--- src/hdl/mph_pkg.sv ---
package mph_pkg;

  localparam int MAX_PACKET_DEF = 256;

  localparam int CFG_AW = 3;
  localparam logic REG_MAX_PATH = 1'b0;
  localparam logic [7:0] MAX_PATH_RESET = 8'd64;

  localparam logic [1:0] RT_TRANSPORT_A = 2'd0;
  localparam logic [1:0] RT_TRANSPORT_B = 2'd3;
  localparam logic [1:0] TIDX_LAST = 2'd3;

  typedef enum logic [2:0] {
    ROLE_HEADER,
    ROLE_TRANSPORT,
    ROLE_PATH_LEN,
    ROLE_PATH,
    ROLE_PAYLOAD,
    ROLE_DISCARD
  } role_t;

  typedef enum logic [2:0] {
    ST_OK,
    ST_TOO_SHORT,
    ST_TRANSPORT_CUT,
    ST_NO_PATH_LEN,
    ST_PATH_TOO_LONG,
    ST_PATH_CUT
  } status_t;

  typedef struct packed {
    logic [7:0] data_byte;
    logic       last;
  } beat_t;

endpackage

--- src/hdl/mph_if.sv ---
interface mph_in_if;
  logic       valid;
  logic       ready;
  logic [7:0] data_byte;
  logic       last;

  modport source(output valid, data_byte, last, input ready);
  modport sink(input valid, data_byte, last, output ready);
endinterface

interface mph_out_if;
  logic        valid;
  logic        ready;
  logic [2:0]  role;
  logic [7:0]  data_out;
  logic [1:0]  route_type;
  logic [3:0]  payload_type;
  logic [1:0]  version;
  logic [15:0] code_one;
  logic [15:0] code_two;
  logic [2:0]  hash_bytes;
  logic [5:0]  hops;
  logic [7:0]  payload_length;
  logic [2:0]  status;
  logic        done_res;

  modport source(output valid, role, data_out, route_type, payload_type, version,
                 code_one, code_two, hash_bytes, hops, payload_length, status,
                 done_res, input ready);
  modport sink(input valid, role, data_out, route_type, payload_type, version,
               code_one, code_two, hash_bytes, hops, payload_length, status,
               done_res, output ready);
endinterface

--- src/hdl/mph_cfg.sv ---
module mph_cfg
  import mph_pkg::*;
(
  input  logic              clk,
  input  logic              rst,
  input  logic              psel,
  input  logic              penable,
  input  logic              pwrite,
  input  logic [CFG_AW-1:0] paddr,
  input  logic [31:0]       pwdata,
  output logic [31:0]       prdata,
  output logic              pready,
  output logic [7:0]        max_path_bytes
);

  logic wr_en;

  assign pready = 1'b1;
  assign wr_en  = psel && penable && pwrite && pready;

  always_ff @(posedge clk) begin
    if (rst) begin
      max_path_bytes <= MAX_PATH_RESET;
    end else if (wr_en && (paddr[CFG_AW-1:2] == REG_MAX_PATH)) begin
      max_path_bytes <= pwdata[7:0];
    end
  end

  always_comb begin
    prdata = '0;
    if (paddr[CFG_AW-1:2] == REG_MAX_PATH) begin
      prdata = {24'd0, max_path_bytes};
    end
  end

endmodule

--- src/hdl/mph_in_stage.sv ---
module mph_in_stage
  import mph_pkg::*;
(
  input  logic  clk,
  input  logic  rst,
  mph_in_if.sink pkt,
  output logic  s1_valid,
  output beat_t s1_beat,
  input  logic  s1_take
);

  assign pkt.ready = !s1_valid || s1_take;

  always_ff @(posedge clk) begin
    if (rst) begin
      s1_valid <= 1'b0;
    end else if (pkt.ready) begin
      s1_valid <= pkt.valid;
    end
  end

  always_ff @(posedge clk) begin
    if (pkt.ready) begin
      s1_beat.data_byte <= pkt.data_byte;
      s1_beat.last      <= pkt.last;
    end
  end

endmodule

--- src/hdl/mph_core.sv ---
module mph_core
  import mph_pkg::*;
#(
  parameter int MAX_PACKET = MAX_PACKET_DEF
) (
  input  logic       clk,
  input  logic       rst,
  input  logic       s1_valid,
  input  beat_t      s1_beat,
  output logic       s1_take,
  input  logic [7:0] max_path_bytes,
  mph_out_if.source  res
);

  localparam int CapInt = (MAX_PACKET < 255) ? MAX_PACKET : 255;
  localparam logic [7:0] PayloadCap = 8'(CapInt);

  typedef enum logic [2:0] {
    PH_HEADER,
    PH_TRANSPORT,
    PH_PATH_LEN,
    PH_PATH,
    PH_PAYLOAD,
    PH_DISCARD
  } phase_t;

  phase_t      phase, phase_next;
  logic [1:0]  tidx, tidx_next;
  logic [7:0]  header_byte, header_byte_next;
  logic [15:0] first_code, first_code_next;
  logic [15:0] second_code, second_code_next;
  logic [7:0]  path_length_byte, path_length_byte_next;
  logic [7:0]  path_left, path_left_next;
  logic [7:0]  payload_count, payload_count_next;

  role_t       role_c;
  status_t     status_c;
  logic [7:0]  b;
  logic        last;
  logic [2:0]  hs_in;
  logic [7:0]  pb;
  logic        advance;

  assign b       = s1_beat.data_byte;
  assign last    = s1_beat.last;
  assign s1_take = !res.valid || res.ready;
  assign advance = s1_valid && s1_take;
  assign hs_in   = {1'b0, b[7:6]} + 3'd1;
  assign pb      = {5'd0, hs_in} * {2'd0, b[5:0]};

  always_comb begin
    phase_next            = phase;
    tidx_next             = tidx;
    header_byte_next      = header_byte;
    first_code_next       = first_code;
    second_code_next      = second_code;
    path_length_byte_next = path_length_byte;
    path_left_next        = path_left;
    payload_count_next    = payload_count;
    status_c              = ST_OK;
    role_c                = ROLE_HEADER;
    case (phase)
      PH_HEADER: begin
        role_c                = ROLE_HEADER;
        header_byte_next      = b;
        tidx_next             = 2'd0;
        first_code_next       = '0;
        second_code_next      = '0;
        path_length_byte_next = '0;
        path_left_next        = '0;
        payload_count_next    = '0;
        if (last) begin
          status_c = ST_TOO_SHORT;
        end
        if (b[1:0] == RT_TRANSPORT_A || b[1:0] == RT_TRANSPORT_B) begin
          phase_next = PH_TRANSPORT;
        end else begin
          phase_next = PH_PATH_LEN;
        end
      end
      PH_TRANSPORT: begin
        role_c    = ROLE_TRANSPORT;
        tidx_next = tidx + 2'd1;
        case (tidx)
          2'd0:    first_code_next[7:0]   = b;
          2'd1:    first_code_next[15:8]  = b;
          2'd2:    second_code_next[7:0]  = b;
          default: second_code_next[15:8] = b;
        endcase
        if (last) begin
          status_c = (tidx == TIDX_LAST) ? ST_NO_PATH_LEN : ST_TRANSPORT_CUT;
        end
        if (tidx == TIDX_LAST) begin
          phase_next = PH_PATH_LEN;
        end
      end
      PH_PATH_LEN: begin
        role_c                = ROLE_PATH_LEN;
        path_length_byte_next = b;
        if (pb > max_path_bytes) begin
          phase_next = PH_DISCARD;
          if (last) begin
            status_c = ST_PATH_TOO_LONG;
          end
        end else begin
          path_left_next = pb;
          phase_next     = (pb != 8'd0) ? PH_PATH : PH_PAYLOAD;
          if (last && pb != 8'd0) begin
            status_c = ST_PATH_CUT;
          end
        end
      end
      PH_PATH: begin
        role_c = ROLE_PATH;
        if (path_left != 8'd0) begin
          path_left_next = path_left - 8'd1;
        end
        if (path_left_next == 8'd0) begin
          phase_next = PH_PAYLOAD;
        end else if (last) begin
          status_c = ST_PATH_CUT;
        end
      end
      PH_PAYLOAD: begin
        role_c = ROLE_PAYLOAD;
        if (payload_count < PayloadCap) begin
          payload_count_next = payload_count + 8'd1;
        end
      end
      PH_DISCARD: begin
        role_c = ROLE_DISCARD;
        if (last) begin
          status_c = ST_PATH_TOO_LONG;
        end
      end
      default: begin
        role_c     = ROLE_HEADER;
        phase_next = PH_HEADER;
      end
    endcase
  end

  always_ff @(posedge clk) begin
    if (rst) begin
      phase            <= PH_HEADER;
      tidx             <= '0;
      header_byte      <= '0;
      first_code       <= '0;
      second_code      <= '0;
      path_length_byte <= '0;
      path_left        <= '0;
      payload_count    <= '0;
      res.valid        <= 1'b0;
    end else begin
      if (s1_take) begin
        res.valid <= s1_valid;
      end
      if (advance) begin
        res.role           <= role_c;
        res.data_out       <= b;
        res.route_type     <= header_byte_next[1:0];
        res.payload_type   <= header_byte_next[5:2];
        res.version        <= header_byte_next[7:6];
        res.code_one       <= first_code_next;
        res.code_two       <= second_code_next;
        res.hash_bytes     <= {1'b0, path_length_byte_next[7:6]} + 3'd1;
        res.hops           <= path_length_byte_next[5:0];
        res.payload_length <= (last && status_c == ST_OK) ? payload_count_next : 8'd0;
        res.status         <= status_c;
        res.done_res       <= last;
        if (last) begin
          phase            <= PH_HEADER;
          tidx             <= '0;
          header_byte      <= '0;
          first_code       <= '0;
          second_code      <= '0;
          path_length_byte <= '0;
          path_left        <= '0;
          payload_count    <= '0;
        end else begin
          phase            <= phase_next;
          tidx             <= tidx_next;
          header_byte      <= header_byte_next;
          first_code       <= first_code_next;
          second_code      <= second_code_next;
          path_length_byte <= path_length_byte_next;
          path_left        <= path_left_next;
          payload_count    <= payload_count_next;
        end
      end
    end
  end

`ifndef SYNTHESIS
  a_last_restarts: assert property (@(posedge clk) disable iff (rst)
    advance && last |=> phase == PH_HEADER)
    else $error("packet end did not return to header phase");

  a_path_nonzero: assert property (@(posedge clk) disable iff (rst)
    phase == PH_PATH |-> path_left != 8'd0)
    else $error("path phase with no path bytes left");

  a_tidx_idle: assert property (@(posedge clk) disable iff (rst)
    phase != PH_TRANSPORT |-> tidx == 2'd0)
    else $error("transport index not cleared outside transport phase");

  a_cap: assert property (@(posedge clk) disable iff (rst)
    payload_count <= PayloadCap)
    else $error("payload count above cap");

  a_summary_on_done: assert property (@(posedge clk) disable iff (rst)
    res.valid && !res.done_res |-> res.status == ST_OK && res.payload_length == 8'd0)
    else $error("status or length set on a non-final beat");
`endif

endmodule

--- src/hdl/mesh_packet_header_parser.sv ---
// Path of an accepted input beat to its result beat: the input register, then the
// parse logic into the result register.
// Throughput: one byte per cycle, set by the single pass of parse logic between the
// two registers; both registers advance together while the result side takes beats.
// Reset (rst, synchronous): empties both registers, returns the parser to expect a
// header byte with all packet fields cleared, and sets max_path_bytes to 64.
module mesh_packet_header_parser
  import mph_pkg::*;
#(
  parameter int MAX_PACKET = MAX_PACKET_DEF
) (
  input  logic              clk,
  input  logic              rst,
  mph_in_if.sink            pkt,
  mph_out_if.source         res,
  input  logic              psel,
  input  logic              penable,
  input  logic              pwrite,
  input  logic [CFG_AW-1:0] paddr,
  input  logic [31:0]       pwdata,
  output logic [31:0]       prdata,
  output logic              pready
);

  logic       s1_valid;
  beat_t      s1_beat;
  logic       s1_take;
  logic [7:0] max_path_bytes;

  mph_cfg u_cfg (
    .clk            (clk),
    .rst            (rst),
    .psel           (psel),
    .penable        (penable),
    .pwrite         (pwrite),
    .paddr          (paddr),
    .pwdata         (pwdata),
    .prdata         (prdata),
    .pready         (pready),
    .max_path_bytes (max_path_bytes)
  );

  mph_in_stage u_in (
    .clk      (clk),
    .rst      (rst),
    .pkt      (pkt),
    .s1_valid (s1_valid),
    .s1_beat  (s1_beat),
    .s1_take  (s1_take)
  );

  mph_core #(
    .MAX_PACKET (MAX_PACKET)
  ) u_core (
    .clk            (clk),
    .rst            (rst),
    .s1_valid       (s1_valid),
    .s1_beat        (s1_beat),
    .s1_take        (s1_take),
    .max_path_bytes (max_path_bytes),
    .res            (res)
  );

endmodule

--- src/flat_wrapper.sv ---
// flat-port wrapper written by rule: the top's interface ports become plain ports
module mesh_packet_header_parser_flat import mph_pkg::*;
#(
  parameter int MAX_PACKET = MAX_PACKET_DEF
)
  (clk, rst, psel, penable, pwrite, paddr, pwdata, prdata, pready, pkt_valid, pkt_data_byte, pkt_last, pkt_ready, res_valid, res_role, res_data_out, res_route_type, res_payload_type, res_version, res_code_one, res_code_two, res_hash_bytes, res_hops, res_payload_length, res_status, res_done_res, res_ready);
  mph_in_if pkt_i ();
  mph_out_if res_i ();
  input  logic clk;
  input  logic rst;
  input  logic psel;
  input  logic penable;
  input  logic pwrite;
  input  logic [CFG_AW-1:0] paddr;
  input  logic [31:0] pwdata;
  output logic [31:0] prdata;
  output logic pready;
  input wire logic [$bits(pkt_i.valid)-1:0] pkt_valid;
  input wire logic [$bits(pkt_i.data_byte)-1:0] pkt_data_byte;
  input wire logic [$bits(pkt_i.last)-1:0] pkt_last;
  output wire logic [$bits(pkt_i.ready)-1:0] pkt_ready;
  output wire logic [$bits(res_i.valid)-1:0] res_valid;
  output wire logic [$bits(res_i.role)-1:0] res_role;
  output wire logic [$bits(res_i.data_out)-1:0] res_data_out;
  output wire logic [$bits(res_i.route_type)-1:0] res_route_type;
  output wire logic [$bits(res_i.payload_type)-1:0] res_payload_type;
  output wire logic [$bits(res_i.version)-1:0] res_version;
  output wire logic [$bits(res_i.code_one)-1:0] res_code_one;
  output wire logic [$bits(res_i.code_two)-1:0] res_code_two;
  output wire logic [$bits(res_i.hash_bytes)-1:0] res_hash_bytes;
  output wire logic [$bits(res_i.hops)-1:0] res_hops;
  output wire logic [$bits(res_i.payload_length)-1:0] res_payload_length;
  output wire logic [$bits(res_i.status)-1:0] res_status;
  output wire logic [$bits(res_i.done_res)-1:0] res_done_res;
  input wire logic [$bits(res_i.ready)-1:0] res_ready;
  assign pkt_i.valid = pkt_valid;
  assign pkt_i.data_byte = pkt_data_byte;
  assign pkt_i.last = pkt_last;
  assign pkt_ready = pkt_i.ready;
  assign res_valid = res_i.valid;
  assign res_role = res_i.role;
  assign res_data_out = res_i.data_out;
  assign res_route_type = res_i.route_type;
  assign res_payload_type = res_i.payload_type;
  assign res_version = res_i.version;
  assign res_code_one = res_i.code_one;
  assign res_code_two = res_i.code_two;
  assign res_hash_bytes = res_i.hash_bytes;
  assign res_hops = res_i.hops;
  assign res_payload_length = res_i.payload_length;
  assign res_status = res_i.status;
  assign res_done_res = res_i.done_res;
  assign res_i.ready = res_ready;
  mesh_packet_header_parser #(.MAX_PACKET(MAX_PACKET)) u_core (.clk(clk), .rst(rst), .pkt(pkt_i), .res(res_i), .psel(psel), .penable(penable), .pwrite(pwrite), .paddr(paddr), .pwdata(pwdata), .prdata(prdata), .pready(pready));
endmodule
--- config.mk ---
export PLATFORM = sky130hd
export DESIGN_NAME = mesh_packet_header_parser_flat
export DESIGN_NICKNAME = d
export VERILOG_FILES = /design/src/hdl/mph_pkg.sv /design/src/hdl/mph_if.sv /design/src/hdl/mph_cfg.sv /design/src/hdl/mph_in_stage.sv /design/src/hdl/mph_core.sv /design/src/hdl/mesh_packet_header_parser.sv /design/src/flat_wrapper.sv
export SDC_FILE = /design/constraint.sdc
export NUM_CORES = 1
export LEC_CHECK = 0
export ABC_CLOCK_PERIOD_IN_PS = 8000
export BUFFER_PORTS_ARGS = -buffer_cell sky130_fd_sc_hd__buf_2
export CORE_MARGIN = 2
export CORE_UTILIZATION = 35
export CTS_BUF_LIST = sky130_fd_sc_hd__clkbuf_8
export CTS_CLUSTER_SIZE = 24
export DETAILED_ROUTE_END_ITERATION = 12
export PLACE_DENSITY = 0.58
export SLEW_MARGIN = 10
export SYNTH_ARGS = -nofsm -noshare
export SYNTH_HDL_FRONTEND = slang
export SYNTH_SLANG_ARGS = --single-unit
--- constraint.sdc ---
create_clock -name clk -period 8 [get_ports clk]
set_clock_uncertainty 0.1 [all_clocks]
set_input_delay 0 -clock clk [delete_from_list [all_inputs] [get_ports clk]]
set_output_delay 0 -clock clk [all_outputs]
set_load 0.02 [all_outputs]
==> results of run 1 <==
-- power breakdown --
group / switching, mW / leakage (nW) / internal, mW
Sequential: 0.0181 / 1.38 / 0.878
Combinational: 0.140 / 1.83 / 0.0713
Clock: 0.320 / 0.181 / 0.218
-- final cells by class --
type | instances | area (µm²) | area share, %
Multi-Input combinational cell | 499 | 3210 | 36.0
Clock buffer | 17 | 234 | 2.63
Inverter | 27 | 101 | 1.14
Sequential cell | 160 | 4010 | 45.0
Tap cell | 275 | 344 | 3.86
Clock inverter | 15 | 108 | 1.21
Timing Repair Buffer | 145 | 903 | 10.1
-- state kept, by name (all words and copies together) (netlist names), 4 cells and up --
name                              cells
u_core.u_core.res.hops                6
u_core.u_core.res.payload_type        4
u_core.u_core.res.code_one           16
u_core.u_core.payload_count           8
u_core.u_core.res.payload_length      8
u_core.u_core.first_code             16
u_core.u_core.path_left               8
u_core.u_core.path_length_byte        8
u_core.u_in.s1_beat                   9
u_core.u_core.res.data_out            8
u_core.u_core.res.code_two           16
u_core.u_cfg.max_path_bytes           8
u_core.u_core.header_byte             8
u_core.u_core.second_code            16
-- stage by stage --
step | setup slack (ps) | cell area [µm²] | hold slack (ps)
final | 2740 | 8910 | 39.4
after global routing | 2280 | 8910 | 48.4
after CTS | 2690 | 8910 | 1.82
after detailed placement | 2710 | 8250 | 78.5
after global placement | 2790 | 8250 | 78.1
after floorplan | 3160 | 7670 | -1.13
-- worst min-delay path, cell delays in order --
cell and delay, ps:
buf_2 100, nand4b_1 240, nand2_1 90, a21oi_1 120
-- cells in the final DEF (no fill, tap or decap), types with 25 or more instances in the layout --
master,n
edfxtp_1,81
dfxtp_1,79
nand2_1,55
nor2_1,88
a22o_1,33
a21oi_1,30
inv_1,28
buf_2,106
conb_1,25
a22oi_1,55
dlygate4sd3_1,32
-- cells by family (layout without fill, tap and decap cells) --
kind of cell | after synthesis | after routing | share of synthesized area [%]
simple gates | 240 | 240 | 15.4
compound gates | 187 | 187 | 17.8
flops | 160 | 160 | 52.9
buf+inv | 96 | 204 | 6.12
fa+ha+maj | 29 | 29 | 5.28
xor+xnor | 9 | 9 | 1.04
mux | 9 | 9 | 1.32
other cells | 2 | 25 | 0.0990
-- layer usage --
metal	GRT usage (%)	routed length [µm]	vias up	share of wire, %
li1	-	-	2876	-
met1	23.1	8880	2901	48
met2	26.2	8790	147	47
met3	3.01	799	13	4.3
met4	5.42	228	0	1.2
met5	0	0	-	0
-- worst max-delay path by stage --
stage / endpoint / slack [ps] / cells after the start
after global routing: u_core.u_core.res.payload_length[1]$_SDFFCE_PN0P_ / 2280 / 16
after detailed placement: u_core.u_core.res.status[2]$_DFFE_PP_ / 2710 / 16
after global placement: u_core.u_core.res.status[2]$_DFFE_PP_ / 2790 / 16
after floorplan: u_core.u_core.res.code_one[0]$_DFFE_PP_ / 3160 / 6
after CTS: u_core.u_core.res.status[2]$_DFFE_PP_ / 2690 / 16
final: u_core.u_core.res.status[2]$_DFFE_PP_ / 2740 / 16
==> run metrics, run 1 <==
mapped cell area=0.00758 mm²; Synth Instances=732; worst vdd ir=0.0000976 V; warnings from Yosys=0; max frequency=190 MHz; clk_lat worst skew=460 ps; first-pass GRT wire length=29.3 mm; Fill cells=2,071; Slew headroom=40.8%; Final Routed Wirelength=18.7 mm; Worst Path Max Fanout=14; Critical path buffers and inverters=1; sequential share of the synthesized area=52.9%; slowest stage delay, CP=720 ps; Syn Area/Cell=10.4 µm²; Iteration-0 DRC Markers=382; Tcrit/Tclk final=65.7%; Post-synth top cells=90 x nor2_1, 81 x edfxtp_1, 79 x dfxtp_1, 55 x a22oi_1, 55 x nand2_1; final hold vios=0; Final Wtd Congestion=0.844; Worst-Margin Slew=886 ps; vias in the first global route=5,395; hold path cells=4; GR Util All Layers=16.6%; post-layout min period=5260 ps; Synth area leader=edfxtp_1; Setup crit start=u_core.u_in.s1_beat[7]$_DFFE_PP_; Critical R2R Launch=u_core.u_in.s1_beat[7]$_DFFE_PP_; core footprint=0.0212 mm²; most common cell in the netlist=nor2_1; hold path endpoint=u_core.u_cfg.max_path_bytes[1]$_SDFFE_PP0P_; status=finished clean; Die Area=0.0229 mm²; ys flop type=edfxtp_1; top-area cell type share of the netlist area=32.1%; Worst path top cell family by delay=adder cells; CTS root buffer=clkbuf_8; Tot Pwr=1.65 mW; mean number of vias per cell=5.22; Post-CTS Setup Bufs=0; Finished Core Util=42.1%; Placed Instances=1,074; DRT Pass-1 Iters=5; layout cell share with drive strength beyond 1=18.5%; most frequent cell on the critical path=ha_1; FF+latch count, synth=160; Die Ht=151 µm; PD cells=185 mW/mm²; crit-path cells=ha_1 > nand2_1 > fa_1 > inv_1 > ha_1 > fa_1 > a21o_1 > a21oi_1 > xnor2_1 > ha_1 > a21oi_1 > nand2_1 > a21o_1 > o21ai_0 > a21boi_1 > o31a_1; Distinct cells, synth=68; via count=5,937; crit path launch type=register; H-tree Lvls=4; slowest stage cell, crit path=edfxtp_1; TritonCTS Buffers=17; Die Width=151 µm; setup_tns=0 ps; synth top area cells=edfxtp_1 32%, dfxtp_1 21%, a22oi_1 5.4%, nor2_1 4.5%, ha_1 4.0%; initial antenna violation count=0; # Max-Cap Violations=0; Post-DRT Antenna Nets=0; Non-Filler Instances=1,138; clock-pin transition on the worst setup and hold timing paths=90 ps; Gates resized, CTS repair=0; CP arrival=5370 ps; clk sinks=160; R2R depth=16; Setup CP Type=register to register; fin nets=930; P&R area growth vs syn=17.5%; Initial Util=35.8%; DR WL/cell=16.4 µm; fin. max-slew vios=0; Leak=3.39 nW; required time worst endpoint=8110 ps; Detailed Place HPWL=12.1 mm; # rows=53; final setup vio count=0; # DRC=0; ys async rst share=0%; number of synthesized flops with an enable pin=81; worst r2r dst=u_core.u_core.res.status[2]$_DFFE_PP_; hold_buf cts=32; # diodes=0; GRT overflow=0; R2R setup slack=2740 ps; Worst setup EP type=register; Hold Startpoint=pwrite; maximum root-to-sink buffer count=2; pin count of the biggest net entering global routing=72; RSZ-0062 raised after global routing=no; worst hold path class=primary input to register; # IOs=158; I/O Buffers=106; CTS tree=done
Power figures use the tool's default switching activity.
==> run 2: changes to the inputs <==
- ABC_CLOCK_PERIOD_IN_PS: 8000 -> 4850
- clock period: 8 -> 4.85 ns (I/O delays scaled with it)
==> run 2 against run 1 <==
  * Largest power group unchanged
  * Highest routed layer unchanged
  * Global-route usage is 0.24 points lower
  * Cell count is 0.35% higher
  * Sequential power is 64% higher
  * Setup slack worse by 2400 ps
  * Clock-buffer cell count is 1 higher
==> run metrics, run 2 (same netlist as run 1, synthesis figures left out) <==
first-pass GRT wire length=28.9 mm (-1.3%); PD cells=331 mW/mm² (+79%); fin. max-slew vios=0 (unchanged); worst hold path class=primary input to register; DRT Pass-1 Iters=4 (-1); crit-path cells=ha_1 > nand2_1 > fa_1 > inv_1 > ha_1 > fa_1 > a21o_1 > a21oi_1 > xnor2_1 > ha_1 > a21oi_1 > nand2_1 > a21o_1 > o21ai_0 > buf_4 > a21boi_2 > nor4b_1; Final Routed Wirelength=18.8 mm (+0.38%); Die Width=151 µm (unchanged); setup slack at placement=193 ps (-2510 ps); Placed Area=0.00832 mm² (+0.82%); pin count of the biggest net entering global routing=74 (+2.8%); Placed Instances=1,083 (+0.84%); # Max-Cap Violations=0 (unchanged); TritonCTS Buffers=17 (unchanged); DR WL/cell=16.4 µm (about the same); Worst setup EP type=register; setup slack after layout=379 ps (-2360 ps); multi-input logic area=0.00321 mm² (+0.12%); crit path launch type=register; Post-DRT Antenna Nets=0 (unchanged); GR Util All Layers=16.4% (-0.24 points); Tot Pwr=3.00 mW (+82%); CP arrival=4620 ps (-750 ps); Finished Core Util=42.9% (+0.74 points); # rows=53 (unchanged); clock-pin transition on the worst setup and hold timing paths=80 ps (about the same); Setup CP Type=register to register; commonest cells after routing, fill and taps aside=106 x buf_2, 88 x nor2_1, 81 x edfxtp_1, 79 x dfxtp_1; CTS tree=done; clk_lat worst skew=440 ps (-20 ps); Tcrit/Tclk final=92.2% (+26 points); H-tree Lvls=4 (unchanged); CTS root buffer=clkbuf_8; Final Wtd Congestion=0.811 (-3.9%); max frequency=224 MHz (+18%); via count=5,984 (+0.79%); mean number of vias per cell=5.24 (+0.44%); hold slack=35.4 ps (-4.00 ps); register area=0.00401 mm² (unchanged); Worst-Margin Slew=900 ps (+13.7 ps); Die Ht=151 µm (unchanged); slowest stage delay, CP=520 ps (-200 ps); clk sinks=160 (unchanged); Iteration-0 DRC Markers=389 (+1.8%); RSZ-0062 raised after global routing=no; post-route cell area=0.00907 mm² (+1.8%); post-layout min period=4470 ps (-786 ps); Worst Path Max Fanout=10 (-4); P&R area growth vs syn=19.6%; fin nets=935 (+0.54%); most frequent cell on the critical path=ha_1; vias in the first global route=5,490 (+1.8%); required time worst endpoint=5000 ps (-3110 ps); Die Area=0.0229 mm² (unchanged); worst vdd ir=0.000173 V (+77%); Slew headroom=40.0% (-0.79 points); Leak=3.48 nW (+2.5%); # DRC=0 (unchanged); commonest non-fill, non-tap cell in the layout=buf_2; slowest stage cell, crit path=fa_1; final hold vios=0 (unchanged); initial antenna violation count=0 (unchanged); # diodes=0 (unchanged); Fill cells=2,060 (-0.53%); Non-Filler Instances=1,142 (+0.35%); I/O Buffers=106 (unchanged); setup_tns=0 ps (unchanged); core footprint=0.0212 mm² (unchanged); GRT overflow=0 (unchanged); final setup vio count=0 (unchanged); Detailed Place HPWL=12.6 mm (+3.4%); maximum root-to-sink buffer count=2 (unchanged); Initial Util=35.8% (unchanged); status=finished clean; layout cell share with drive strength beyond 1=19.7% (+1.2 points); # IOs=158 (unchanged)
==> run 2: cell count changes in the layout (fill, tap and decap cells not counted) <==
| cell | previous run | this run |
|---|---|---|
| inv_6 | 5 | 1 |
| inv_8 | 2 | 0 |
| a21boi_2 | 0 | 1 |
| dlygate4sd3_1 | 32 | 28 |
| a21boi_1 | 1 | 0 |
| clkbuf_8 | 17 | 18 |
| clkinv_1 | 4 | 0 |
| clkinv_4 | 2 | 1 |
| clkinv_2 | 1 | 2 |
| buf_4 | 7 | 16 |
| inv_1 | 28 | 30 |
| bufinv_16 | 0 | 6 |
==> run 2: what timing repair did <==
action,in CTS,in global routing
setup buffers,0,0
hold endpoints to repair,26,0
endpoints found under the setup margin,0,8
resized for setup,0,1
hold buffers,28,0
==> run 2: report_power, final <==
group	leakage [nW]	switching [mW]	internal, mW
Sequential	1.38	0.0207	1.45
Combinational	1.85	0.246	0.130
Clock	0.247	0.484	0.671
Total	3.48	0.751	2.25
==> run 2: cell type report <==
type,count,area share [%]
clock buffers,18,2.73
clock inverters,13,2.41
inverters,27,1.12
multi-input cells,499,35.4
flip-flops and latches,160,44.3
well taps,275,3.79
repair buffers,150,10.3
==> run 2: final timing paths <==
path / from / endpoint / slack, ps / cells after the start
setup reg to reg: u_core.u_in.s1_beat[8]$_DFFE_PP_ / u_core.u_core.res.payload_length[7]$_SDFFCE_PN0P_ / 380 / 17
setup / recovery: u_core.u_in.s1_beat[8]$_DFFE_PP_ / u_core.u_core.res.payload_length[7]$_SDFFCE_PN0P_ / 380 / 17
hold reg to reg: u_core.u_cfg.max_path_bytes[2]$_SDFFE_PP0P_ / u_core.u_cfg.max_path_bytes[2]$_SDFFE_PP0P_ / 360 / 2
hold / removal: pwrite / u_core.u_cfg.max_path_bytes[7]$_SDFFE_PP0P_ / 40 / 4
==> run 2: worst max-delay path: cells and delay by family (launching register included) <==
kind,cells,cell delay [ps]
buf+inv,2,210
flops,1,420
compound gates,6,970
xor+xnor,1,170
fa+ha+maj,5,1870
simple gates,3,530
==> run 2: routing by layer <==
layer	vias up	part of all wire [%]	track usage, %
li1	2896	-	-
met1	2869	46	22.5
met2	205	47	26.3
met3	14	6.0	3.07
met4	0	1.2	5.05
met5	-	0	0
